## src/hdl/apdu_dfr_pkg.sv

```systemverilog
// shared constants, phase and status codes and the result type for the report deframer
// no dependencies
`timescale 1ns / 1ps
`default_nettype none

package apdu_dfr_pkg;

    localparam int MAX_REPORT_SIZE = 64;
    localparam int MIN_REPORT_SIZE = 8;

    // position counter width covers 0 .. MAX_REPORT_SIZE; it counts 0 .. MAX_REPORT_SIZE - 1
    localparam int POS_W  = $clog2(MAX_REPORT_SIZE + 1);
    // width wide enough for both the report_size register and the position
    localparam int SIZE_W = (POS_W > 7) ? POS_W : 7;

    localparam logic [7:0]  REPORT_TAG        = 8'h05;
    localparam logic [15:0] CHANNEL_ID_RESET  = 16'h0101;
    localparam logic [6:0]  REPORT_SIZE_RESET = 7'd64;

    localparam logic CFG_CHANNEL_ID  = 1'b0;
    localparam logic CFG_REPORT_SIZE = 1'b1;

    localparam logic [2:0] PH_CH_HI  = 3'd0;
    localparam logic [2:0] PH_CH_LO  = 3'd1;
    localparam logic [2:0] PH_TAG    = 3'd2;
    localparam logic [2:0] PH_SEQ_HI = 3'd3;
    localparam logic [2:0] PH_SEQ_LO = 3'd4;
    localparam logic [2:0] PH_LEN_HI = 3'd5;
    localparam logic [2:0] PH_LEN_LO = 3'd6;
    localparam logic [2:0] PH_DATA   = 3'd7;

    localparam logic [1:0] ST_OK           = 2'd0;
    localparam logic [1:0] ST_BAD_CHANNEL  = 2'd1;
    localparam logic [1:0] ST_BAD_TAG      = 2'd2;
    localparam logic [1:0] ST_BAD_SEQUENCE = 2'd3;

    typedef struct packed {
        logic [7:0]  payload_byte;
        logic        last_byte;
        logic [1:0]  status;
        logic [15:0] message_length;
    } result_t;

endpackage

`default_nettype wire

```

## src/hdl/apdu_dfr_core.sv

```systemverilog
// per-byte header parser and payload counter of the report deframer
// depends on apdu_dfr_pkg
`timescale 1ns / 1ps
`default_nettype none

module apdu_dfr_core (
    input  wire                        aclk,
    input  wire                        aresetn,
    input  wire                        cfg_we,
    input  wire                        cfg_index,
    input  wire [15:0]                 cfg_data,
    input  wire                        step,
    input  wire [7:0]                  in_byte,
    output logic                       res_valid,
    output apdu_dfr_pkg::result_t      res
);

    localparam int POS_W  = apdu_dfr_pkg::POS_W;
    localparam int SIZE_W = apdu_dfr_pkg::SIZE_W;

    logic [15:0]      channel_id_reg;
    logic [6:0]       report_size_reg;

    logic [2:0]       phase_reg, phase_next;
    logic [POS_W-1:0] pos_reg, pos_next;
    logic [7:0]       held_reg, held_next;
    logic [15:0]      seq_reg, seq_next;
    logic [15:0]      total_reg, total_next;
    logic [15:0]      rem_reg, rem_next;

    logic [15:0]       word;
    logic [SIZE_W-1:0] size_ext;
    logic [SIZE_W-1:0] used_size;
    logic [SIZE_W-1:0] pos_inc;

    assign word     = {held_reg, in_byte};
    assign size_ext = SIZE_W'(report_size_reg);

    always_comb begin
        if (size_ext < SIZE_W'(apdu_dfr_pkg::MIN_REPORT_SIZE)) begin
            used_size = SIZE_W'(apdu_dfr_pkg::MIN_REPORT_SIZE);
        end else if (size_ext > SIZE_W'(apdu_dfr_pkg::MAX_REPORT_SIZE)) begin
            used_size = SIZE_W'(apdu_dfr_pkg::MAX_REPORT_SIZE);
        end else begin
            used_size = size_ext;
        end
    end

    assign pos_inc = SIZE_W'(pos_reg) + SIZE_W'(1);

    always_comb begin
        phase_next = phase_reg;
        held_next  = held_reg;
        seq_next   = seq_reg;
        total_next = total_reg;
        rem_next   = rem_reg;
        pos_next   = pos_reg;
        res_valid  = 1'b0;
        res        = '{payload_byte: 8'd0, last_byte: 1'b1,
                       status: apdu_dfr_pkg::ST_OK, message_length: 16'd0};

        unique case (phase_reg)
            apdu_dfr_pkg::PH_CH_HI: begin
                held_next  = in_byte;
                phase_next = apdu_dfr_pkg::PH_CH_LO;
            end
            apdu_dfr_pkg::PH_CH_LO: begin
                if (word != channel_id_reg) begin
                    res_valid  = 1'b1;
                    res.status = apdu_dfr_pkg::ST_BAD_CHANNEL;
                    phase_next = apdu_dfr_pkg::PH_DATA;
                    rem_next   = 16'd0;
                end else begin
                    phase_next = apdu_dfr_pkg::PH_TAG;
                end
            end
            apdu_dfr_pkg::PH_TAG: begin
                if (in_byte != apdu_dfr_pkg::REPORT_TAG) begin
                    res_valid  = 1'b1;
                    res.status = apdu_dfr_pkg::ST_BAD_TAG;
                    phase_next = apdu_dfr_pkg::PH_DATA;
                    rem_next   = 16'd0;
                end else begin
                    phase_next = apdu_dfr_pkg::PH_SEQ_HI;
                end
            end
            apdu_dfr_pkg::PH_SEQ_HI: begin
                held_next  = in_byte;
                phase_next = apdu_dfr_pkg::PH_SEQ_LO;
            end
            apdu_dfr_pkg::PH_SEQ_LO: begin
                if (word != seq_reg) begin
                    res_valid  = 1'b1;
                    res.status = apdu_dfr_pkg::ST_BAD_SEQUENCE;
                    phase_next = apdu_dfr_pkg::PH_DATA;
                    rem_next   = 16'd0;
                end else begin
                    seq_next   = seq_reg + 16'd1;
                    // first report of a message carries the length field
                    phase_next = (rem_reg == 16'd0) ? apdu_dfr_pkg::PH_LEN_HI
                                                    : apdu_dfr_pkg::PH_DATA;
                end
            end
            apdu_dfr_pkg::PH_LEN_HI: begin
                held_next  = in_byte;
                phase_next = apdu_dfr_pkg::PH_LEN_LO;
            end
            apdu_dfr_pkg::PH_LEN_LO: begin
                total_next = word;
                rem_next   = word;
                phase_next = apdu_dfr_pkg::PH_DATA;
            end
            apdu_dfr_pkg::PH_DATA: begin
                if (rem_reg != 16'd0) begin
                    rem_next  = rem_reg - 16'd1;
                    res_valid = 1'b1;
                    res       = '{payload_byte: in_byte,
                                  last_byte: (rem_reg == 16'd1),
                                  status: apdu_dfr_pkg::ST_OK,
                                  message_length: total_reg};
                end
            end
        endcase

        // end of report: drop an unfinished header or a finished message
        if (pos_inc >= used_size) begin
            pos_next = '0;
            if (phase_next != apdu_dfr_pkg::PH_DATA || rem_next == 16'd0) begin
                seq_next = 16'd0;
                rem_next = 16'd0;
            end
            phase_next = apdu_dfr_pkg::PH_CH_HI;
        end else begin
            pos_next = pos_inc[POS_W-1:0];
        end
    end

    always_ff @(posedge aclk) begin
        if (!aresetn) begin
            channel_id_reg  <= apdu_dfr_pkg::CHANNEL_ID_RESET;
            report_size_reg <= apdu_dfr_pkg::REPORT_SIZE_RESET;
        end else if (cfg_we) begin
            if (cfg_index == apdu_dfr_pkg::CFG_CHANNEL_ID) begin
                channel_id_reg <= cfg_data;
            end else begin
                report_size_reg <= cfg_data[6:0];
            end
        end
    end

    always_ff @(posedge aclk) begin
        if (!aresetn) begin
            phase_reg <= apdu_dfr_pkg::PH_CH_HI;
            pos_reg   <= '0;
            held_reg  <= 8'd0;
            seq_reg   <= 16'd0;
            total_reg <= 16'd0;
            rem_reg   <= 16'd0;
        end else if (step) begin
            phase_reg <= phase_next;
            pos_reg   <= pos_next;
            held_reg  <= held_next;
            seq_reg   <= seq_next;
            total_reg <= total_next;
            rem_reg   <= rem_next;
        end
    end

endmodule

`default_nettype wire

```

## src/hdl/apdu_report_deframer_top.sv

```systemverilog
// top level of the report deframer: parser core plus a two-entry result queue
// depends on apdu_dfr_pkg and apdu_dfr_core
`timescale 1ns / 1ps
`default_nettype none

// Usage
//   input channel s_valid / s_ready / s_in_byte: one raw report byte per request
//   result channel m_valid / m_ready / m_payload_byte, m_last_byte, m_status,
//   m_message_length: zero or one result per input byte, in input order
//   config port cfg_we / cfg_index / cfg_data: index 0 channel word, index 1
//   report size (clamped to 8..MAX_REPORT_SIZE); write only while idle
// Timing
//   one input byte is taken every cycle while s_ready is high; the header
//   compare and counters run in the cycle of acceptance and the result lands
//   in a queue register before it shows on the m_ side
//   throughput is one byte per cycle, limited only by the result queue
// Stall
//   the two-entry result queue lets the block take a byte while a result
//   waits; s_ready drops only when both entries hold results
// Reset
//   aresetn is synchronous active low; it empties the queue, restores the
//   register defaults and starts at the channel word of a fresh report
module apdu_report_deframer_top (
    input  wire         aclk,
    input  wire         aresetn,
    input  wire         cfg_we,
    input  wire         cfg_index,
    input  wire  [15:0] cfg_data,
    input  wire         s_valid,
    output logic        s_ready,
    input  wire  [7:0]  s_in_byte,
    output logic        m_valid,
    input  wire         m_ready,
    output logic [7:0]  m_payload_byte,
    output logic        m_last_byte,
    output logic [1:0]  m_status,
    output logic [15:0] m_message_length
);

    logic                  accept;
    logic                  res_valid;
    apdu_dfr_pkg::result_t res;

    // result queue
    apdu_dfr_pkg::result_t slot_reg [2];
    logic                  wr_ptr_reg, rd_ptr_reg;
    logic [1:0]            count_reg, count_next;
    logic                  push, pop;

    assign s_ready = (count_reg != 2'd2);
    assign accept  = s_valid & s_ready;

    apdu_dfr_core u_core (
        .aclk      (aclk),
        .aresetn   (aresetn),
        .cfg_we    (cfg_we),
        .cfg_index (cfg_index),
        .cfg_data  (cfg_data),
        .step      (accept),
        .in_byte   (s_in_byte),
        .res_valid (res_valid),
        .res       (res)
    );

    assign push = accept & res_valid;
    assign pop  = m_valid & m_ready;

    always_comb begin
        count_next = count_reg;
        if (push && !pop) begin
            count_next = count_reg + 2'd1;
        end else if (pop && !push) begin
            count_next = count_reg - 2'd1;
        end
    end

    // payload slots carry no reset
    always_ff @(posedge aclk) begin
        if (push) begin
            slot_reg[wr_ptr_reg] <= res;
        end
    end

    always_ff @(posedge aclk) begin
        if (!aresetn) begin
            wr_ptr_reg <= 1'b0;
            rd_ptr_reg <= 1'b0;
            count_reg  <= 2'd0;
        end else begin
            if (push) begin
                wr_ptr_reg <= ~wr_ptr_reg;
            end
            if (pop) begin
                rd_ptr_reg <= ~rd_ptr_reg;
            end
            count_reg <= count_next;
        end
    end

    assign m_valid          = (count_reg != 2'd0);
    assign m_payload_byte   = slot_reg[rd_ptr_reg].payload_byte;
    assign m_last_byte      = slot_reg[rd_ptr_reg].last_byte;
    assign m_status         = slot_reg[rd_ptr_reg].status;
    assign m_message_length = slot_reg[rd_ptr_reg].message_length;

    // queue never holds more than two results
    assert property (@(posedge aclk) disable iff (!aresetn) count_reg != 2'd3)
        else $error("result queue overflow");

    // an error result is always a zeroed, last-marked item
    assert property (@(posedge aclk) disable iff (!aresetn)
        (m_valid && m_status != apdu_dfr_pkg::ST_OK) |->
        (m_last_byte && m_payload_byte == 8'd0 && m_message_length == 16'd0))
        else $error("malformed error result");

    // input stalls only while a result is pending
    assert property (@(posedge aclk) disable iff (!aresetn) !s_ready |-> m_valid)
        else $error("input stalled with empty queue");

    // after a push the queue holds a result on the next cycle
    assert property (@(posedge aclk) disable iff (!aresetn) push |=> m_valid)
        else $error("pushed result not visible");

    // reset empties the queue
    assert property (@(posedge aclk) !aresetn |=> !m_valid)
        else $error("queue not empty after reset");

endmodule

`default_nettype wire
```

## config.mk

```make
export PLATFORM = sky130hd
export DESIGN_NAME = apdu_report_deframer_top
export DESIGN_NICKNAME = d
export VERILOG_FILES = /design/src/hdl/apdu_dfr_pkg.sv /design/src/hdl/apdu_dfr_core.sv /design/src/hdl/apdu_report_deframer_top.sv
export SDC_FILE = /design/constraint.sdc
export NUM_CORES = 1
export LEC_CHECK = 0
export BUFFER_PORTS_ARGS = -buffer_cell sky130_fd_sc_hd__buf_2
export CAP_MARGIN = 20
export CORE_UTILIZATION = 40
export CTS_CLUSTER_DIAMETER = 150
export DETAILED_ROUTE_END_ITERATION = 8
export PLACE_DENSITY = 0.67
export SETUP_SLACK_MARGIN = 0.15
export SYNTH_ARGS = -nofsm -noshare
export SYNTH_HDL_FRONTEND = slang
export SYNTH_HIERARCHICAL = 1
export SYNTH_SLANG_ARGS = --single-unit
```

## constraint.sdc

```tcl
create_clock -name aclk -period 3.24 [get_ports aclk]
set_input_delay 0 -clock aclk [delete_from_list [all_inputs] [get_ports aclk]]
set_output_delay 0 -clock aclk [all_outputs]
set_load 0.02 [all_outputs]
```

==> results of run 1 <==
-- where the power goes --
group | internal [uW] | switching [uW] | total [uW] | leakage [uW]
Sequential | 2040 | 76.2 | 2120 | 0.00131
Clock | 1030 | 899 | 1930 | 0.000276
Combinational | 691 | 993 | 1680 | 0.00230
Total | 3760 | 1970 | 5730 | 0.00388
-- through the flow --
step | setup slack (ns) | hold slack (ns) | cell area (sq um) | setup TNS, ns
finish | -0.0265 | 0.0652 | 9870 | -0.362
global route | -0.135 | 0.0740 | 9870 | -2.23
CTS | -0.00719 | 0.0466 | 9770 | -0.0373
detailed placement | -0.0533 | 0.251 | 8900 | -0.821
global placement | -0.0119 | 0.242 | 8900 | -0.144
floorplan | -0.133 | 0.122 | 7910 | -1.36
-- how the worst max path moves through the flow --
stage,start,end,cells after the start
after global routing,u_core/rem_reg[4],u_core/seq_reg[2],11
after floorplan,u_core/rem_reg[0],u_core/seq_reg[15],13
after CTS,u_core/rem_reg[4],u_core/seq_reg[9],11
final,u_core/rem_reg[4],u_core/seq_reg[14],11
after detailed placement,u_core/rem_reg[1],u_core/seq_reg[7],13
after global placement,u_core/rem_reg[1],u_core/seq_reg[8],13
-- per-layer routing --
metal | up-vias | routed length (um)
li1 | 3325 | -
met1 | 3259 | 9670
met2 | 328 | 10200
met3 | 74 | 1770
met4 | 0 | 942
met5 | - | 0
-- timing repair --
| item | CTS | global route |
|---|---|---|
| buffers inserted | 0 | 3 |
| setup endpoints to repair | 20 | 24 |
| hold endpoints to repair | 30 | 0 |
| pin swaps | 3 | 5 |
| gates resized for setup | 6 | 16 |
| hold buffers | 26 | 0 |
-- synthesized netlist by cell type (all sizes together) (14+ instances only) --
cell and number:
nand3 34, mux2 28, a31oi 14, nor2 46, clkbuf 55, edfxtp 54
nand2 138, xor2 27, dfxtp 94, a21boi 50, o21ai 32, xnor2 28
a21oi 32, nor3 18, and3 30, nor2b 19
-- critical path, stage by stage (launching register included) --
cell	delay, ns
dfxtp_2	0.32
or4_4	0.58
buf_6	0.15
nor4_4	0.35
nor3_2	0.11
a221oi_2	0.31
or3b_4	0.42
a2111oi_4	0.33
nand4_2	0.19
a31oi_4	0.19
buf_12	0.16
nor2_1	0.05
-- cell type report --
| cell class | count | area, sq um | share of cell area [%] |
|---|---|---|---|
| clock buffers | 17 | 425 | 4.31 |
| multi-input cells | 636 | 4170 | 42.3 |
| repair buffers | 168 | 1230 | 12.4 |
| inverters | 13 | 51.3 | 0.520 |
| well taps | 260 | 325 | 3.30 |
| flip-flops and latches | 148 | 3510 | 35.6 |
| clock inverters | 15 | 155 | 1.57 |
-- cells by family (layout without fill, tap and decap cells) --
kind of cell	count (synthesis)	in the layout	share of synthesized area (%)
adders and majority gates	13	13	2.16
DFF	148	148	44.5
AOI/OAI and AO/OA	178	178	15.8
muxes	37	37	5.15
and+or+nand+nor	353	353	22.4
xor gates and xnor gates	55	55	6.12
buffers and inverters	75	213	3.89
==> impl_results.md, run 1 <==
* Synth area leaders: dfxtp_1 (24%), edfxtp_1 (21%), nand2_1 (6.6%), a21boi_0 (4.7%), xnor2_1 (3.1%)
* Clock Skews at about 0.012 ns
* Aggregate routed wire length at between 20,000 and 25,000 um
* Post-synth ARST share at 0%
* Largest area contributor in the netlist: dfxtp_1
* CTS Buf Count at 17
* Clock Tree Buf Depth at 2
* Max Freq at between 300 and 400 MHz
* Yosys top cell area share at 23.9%
* Post-synth EDFFs at 54
* Met2 GRT Util at ~37%
* Worst R2R Setup Slack at -0.03 ns
* Routed vias/inst at 5.56
* Vias in the first global route at 6,624
* Total chip power at ~5700 uW
* Commonest cells after routing, fill and taps aside: nand2_1 (137), dfxtp_1 (90), buf_4 (79)
* PD cells at 581 nW/um^2
* Worst-path clk slew at 0.07 ns
* Die Area at slightly above 20,000 sq um
* Synth-to-layout area growth at 25.2%
* Top Ports at 59
* Chip Width at between 100 and 150 um
* Avg WL per Cell at about 18 um
* DR pass1 iterations at 7
* Cell Count, Final, Fillers Out at approximately 1,300
* Max-cap violations at 0
* Initial antenna violation count at 0
* Nature of the critical path endpoint: flop
* GR Util All Layers at a little under a quarter
* Hold Startpoint: s_in_byte[0]
* CP startpoint kind: flop
* Reg2reg end: u_core/seq_reg[14]
* Ant diodes at 0
* H-tree levels at 4
* Vias post-DR at ~7,000
* Final design utilization at roughly 52%
* Inst Count DP at 1,196
* Initial Util at between 40 and 50%
* Final HPWL DP at roughly 15,000 um
* Yosys cell types at 75
* Final setup viols at 17
* Sink Count at 148
* Routed Antenna Nets at 0
* Max reg flops at 54
* Yosys reg bits at roughly 150
* Die Ht at about 140 um
* Core Area at 19,000 sq um
* Worst Reg-to-Reg Cells at 11
* R2R Path Start: u_core/rem_reg[4]
* Hold Crit Depth at 4
* Pin count of the biggest net entering global routing at 43
* Post-route DRC at 0
* Met1 usage in global routing at between 20 and 30%
* Main synth FF type: dfxtp_1
* Fillers at 1,771
* GRT Residual Overflow at 0
* Commonest non-fill, non-tap cell in the layout: nand2_1
* Mapped cell area at roughly 7900 sq um
* Fin worst setup slack at -0.0265 ns
* Share of layout cells above drive strength 1 at between 20 and 25%
* GR peak layer: met2
* Final Critical Period at between 3 and 4 ns
* CP Max Fanout at 16
* Worst skew pair latency at 0.43 ns
* Violated checks: negative setup slack
* Syn Nets at about 900
* Slew margin rel. at 36.4%
* Final Max Slew Viols at 0
* Final hold vios at 0
* Hold endpoint: u_core/total_reg[0]
* Met3 Use GR at 5.69%
* WS Path Type: reg -> reg
* Min-delay worst type: in -> reg
* Global-route wire length before repair at approximately 36,000 um
* Worst EP required at 3.56 ns
* CTS tree: yes
* Pleak at about 0.0039 uW
* CTS root buffer: clkbuf_16
* Final #Nets at about 1,000
* # rows at 50
* RSZ-0062 raised after global routing: yes
* Peak supply drop at around 420 uV
* Seq/Total Area, Yosys at around 44%
* Crit share post-route at 101%
* Worst-Margin Slew at 0.952 ns
* Mapped Avg Cell Area at around 9.2 sq um
* Final Wtd Congestion at between 1 and 1.5
* Synth Warn # at 6
* Outcome: complete, but fails checks
* Starting DRC count in detailed routing at 600
* Cells after synthesis at ~860
* WP data arrival at roughly 3.6 ns
* Port Buffers at slightly below 60
(Power assumes the default switching activity.)
==> run 2: changes to the inputs <==
Settings changed: SYNTH_HIERARCHICAL 1 to not set.
==> impl_results.md, run 2 <==
* Vias in the first global route at between 5,000 and 6,000
* Synth area leaders: dfxtp_1 (25%), edfxtp_1 (21%), xor2_1 (5.0%), mux2_2 (4.2%), nand2_1 (4.2%)
* Starting DRC count in detailed routing at roughly 400
* Peak supply drop at 388 uV
* CP Max Fanout at 5
* Post-synth ARST share at 0%
* WS Path Type: reg -> reg
* Metal3 WL at about 1200 um
* Max reg flops at 54
* Worst-path clk slew at around 0.07 ns
* Crit share post-route at 104%
* Core Area at 18,300 sq um
* Global-route wire length before repair at 31,500 um
* Post-Synth XOR/XNOR Area at 6.48%
* Detail Route met2 WL at 9110 um
* Seq/Total Area, Yosys at approximately 46%
* Top Metal Used: met4
* Violated checks: negative setup slack
* Worst-Margin Slew at between 1 and 1.5 ns
* Post-DP Area at roughly 8600 sq um
* WP data arrival at 3.68 ns
* Pre-CTS setup slack at -0.143 ns
* Worst skew pair latency at about 0.44 ns
* Mapped Avg Cell Area at approximately 10 sq um
* Vias post-DR at 6,234
* Fillers at between 1,500 and 2,000
* PD cells at a little under 600 nW/um^2
* Initial Util at 41.5%
* Chip Width at about 140 um
* Port Buffers at 58
* Die Ht at 140 um
* # rows at 49
* Max-cap violations at 0
* Synth Area in Adders at ~2.2%
* Post-synth EDFFs at 54
* Top Ports at 59
* RSZ-0062 raised after global routing: yes
* Final hold vios at 0
* Commonest non-fill, non-tap cell in the layout: dfxtp_1
* Initial antenna violation count at 1
* Final #Nets at roughly 950
* Final HPWL DP at 13,700 um
* Yosys top cell area share at 24.8%
* Commonest cells after routing, fill and taps aside: dfxtp_1 (92), nand2_1 (84), buf_4 (77)
* Final Critical Period at 3.36 ns
* Mapped cell area at 7570 sq um
* Worst EP required at between 3 and 4 ns
* Yosys reg bits at roughly 150
* Count leader, synth: dfxtp_1
* Largest family of logic cells by synthesized area: simple AND/OR/NAND/NOR gates
* Ant diodes at 0
* Syn Nets at between 800 and 900
* Routed vias/inst at about 5.4
* CTS root buffer: clkbuf_16
* Compound-Gate Fraction of Synth Area at 11.9%
* CTS tree: yes
* Finished layout cell area at a little under 10,000 sq um
* Final design utilization at between 50% and 60%
* Die Area at ~19,000 sq um
* H-tree levels at 4
* Final setup viols at 26
* Final Wtd Congestion at 0.949
* Fin worst setup slack at -0.120 ns
* Share of layout cells above drive strength 1 at about 27%
* Pin count of the biggest net entering global routing at 50
* Slew margin rel. at 31.5%
* Clock Tree Buf Depth at 2
* Clock Skews at approximately 0.015 ns
* GRT Residual Overflow at 0
* DR pass1 iterations at 5
* Main synth FF type: dfxtp_1
* Routed Antenna Nets at 0
* Multiplexer share of the synthesized area at under 10%
* Synth Warn # at 0
* Synth Area in Simple Gates at approximately 22%
* Post-route DRC at 0
* Synth-to-layout area growth at 27.1%
* Cells after synthesis at approximately 770
* Min-delay worst type: in -> reg
* Aggregate routed wire length at about 20,000 um
* Nature of the critical path endpoint: flop
* CP startpoint kind: flop
* Total chip power at 5550 uW
* Flip-flop and latch area at 3510 sq um
* Outcome: complete, but fails checks
* Final Max Slew Viols at 0
* Yosys cell types at 69
* CTS Buf Count at 17
* Sink Count at around 150
* Area of the multi-input gates at about 3900 sq um
* Largest area contributor in the netlist: dfxtp_1
* GR Util All Layers at between 20% and 30%
* Synth top cells by count: dfxtp_1 (94), nand2_1 (84), edfxtp_1 (54), clkbuf_1 (47), xor2_1 (43)
* Pleak at 0.00395 uW
* Avg WL per Cell at approximately 17 um
* Total negative slack at -2.83 ns
* M1 WL at between 8000 and 9000 um
* Max Freq at 298 MHz
-- run 2: per-stage QoR --
stage                     cells  hold slack [ns]
after detailed placement   1082            0.232
after CTS                  1141          0.00204
after global placement     1082            0.226
after global routing       1144           0.0237
after floorplan             772            0.124
final                      1144           0.0130
-- run 2: cell type report --
| cell class | count | area share (%) |
|---|---|---|
| Multi-Input combinational cell | 559 | 40.9 |
| Sequential cell | 148 | 36.4 |
| Timing Repair Buffer | 166 | 13.0 |
| Clock buffer | 17 | 4.42 |
| Tap cell | 229 | 2.98 |
| Clock inverter | 15 | 1.85 |
| Inverter | 10 | 0.390 |
-- run 2: cell families (layout without fill, tap and decap cells) --
kind of cell             count (synthesis)  count (layout)
AO/OA/AOI/OAI                          127             127
buffers and inverters                   65             208
AND/OR/NAND/NOR                        310             310
flip-flops                             148             148
adder cells (fa/ha/maj)                 13              13
multiplexers                            53              53
XOR/XNOR                                56              56
-- run 2: worst max-delay path: stages (launching register included) --
cell       delay (ns)
dfxtp_2          0.32
inv_2            0.07
ha_4             0.14
or4b_4           0.50
or4_4            0.47
a311o_1          0.33
o31ai_1          0.25
o2111ai_1        0.16
o41a_1           0.49
o21ai_4          0.16
buf_12           0.15
clkbuf_16        0.16
nor2_4           0.03
-- run 2: report_power, final --
part / switching, uW / leakage [uW] / internal (uW)
Sequential: 79.0 / 0.00127 / 2050
Combinational: 824 / 0.00238 / 634
Clock: 921 / 0.000291 / 1040
-- run 2: timing repair --
action	in CTS	in global routing
endpoints found under the setup margin	27	31
hold buffers	25	0
resized for setup	6	22
hold endpoints to repair	28	0
gates cloned	1	1
buffers inserted	1	2
pin swaps	1	15
-- run 2: final timing paths --
check / startpoint / end / slack [ns] / depth (start not counted)
max: u_core.rem_reg[0] / u_core.rem_reg[8] / -0.12 / 12
min: s_valid / u_core.rem_reg[0] / 0.01 / 4
max reg2reg: u_core.rem_reg[0] / u_core.rem_reg[8] / -0.12 / 12
min reg2reg: u_core.report_size_reg[0] / u_core.report_size_reg[0] / 0.46 / 2
-- run 2: layer usage --
layer	up-vias	track usage [%]
met5	-	0
li1	3053	-
met1	2924	27.4
met2	207	33.6
met4	0	9.37
met3	50	4.16
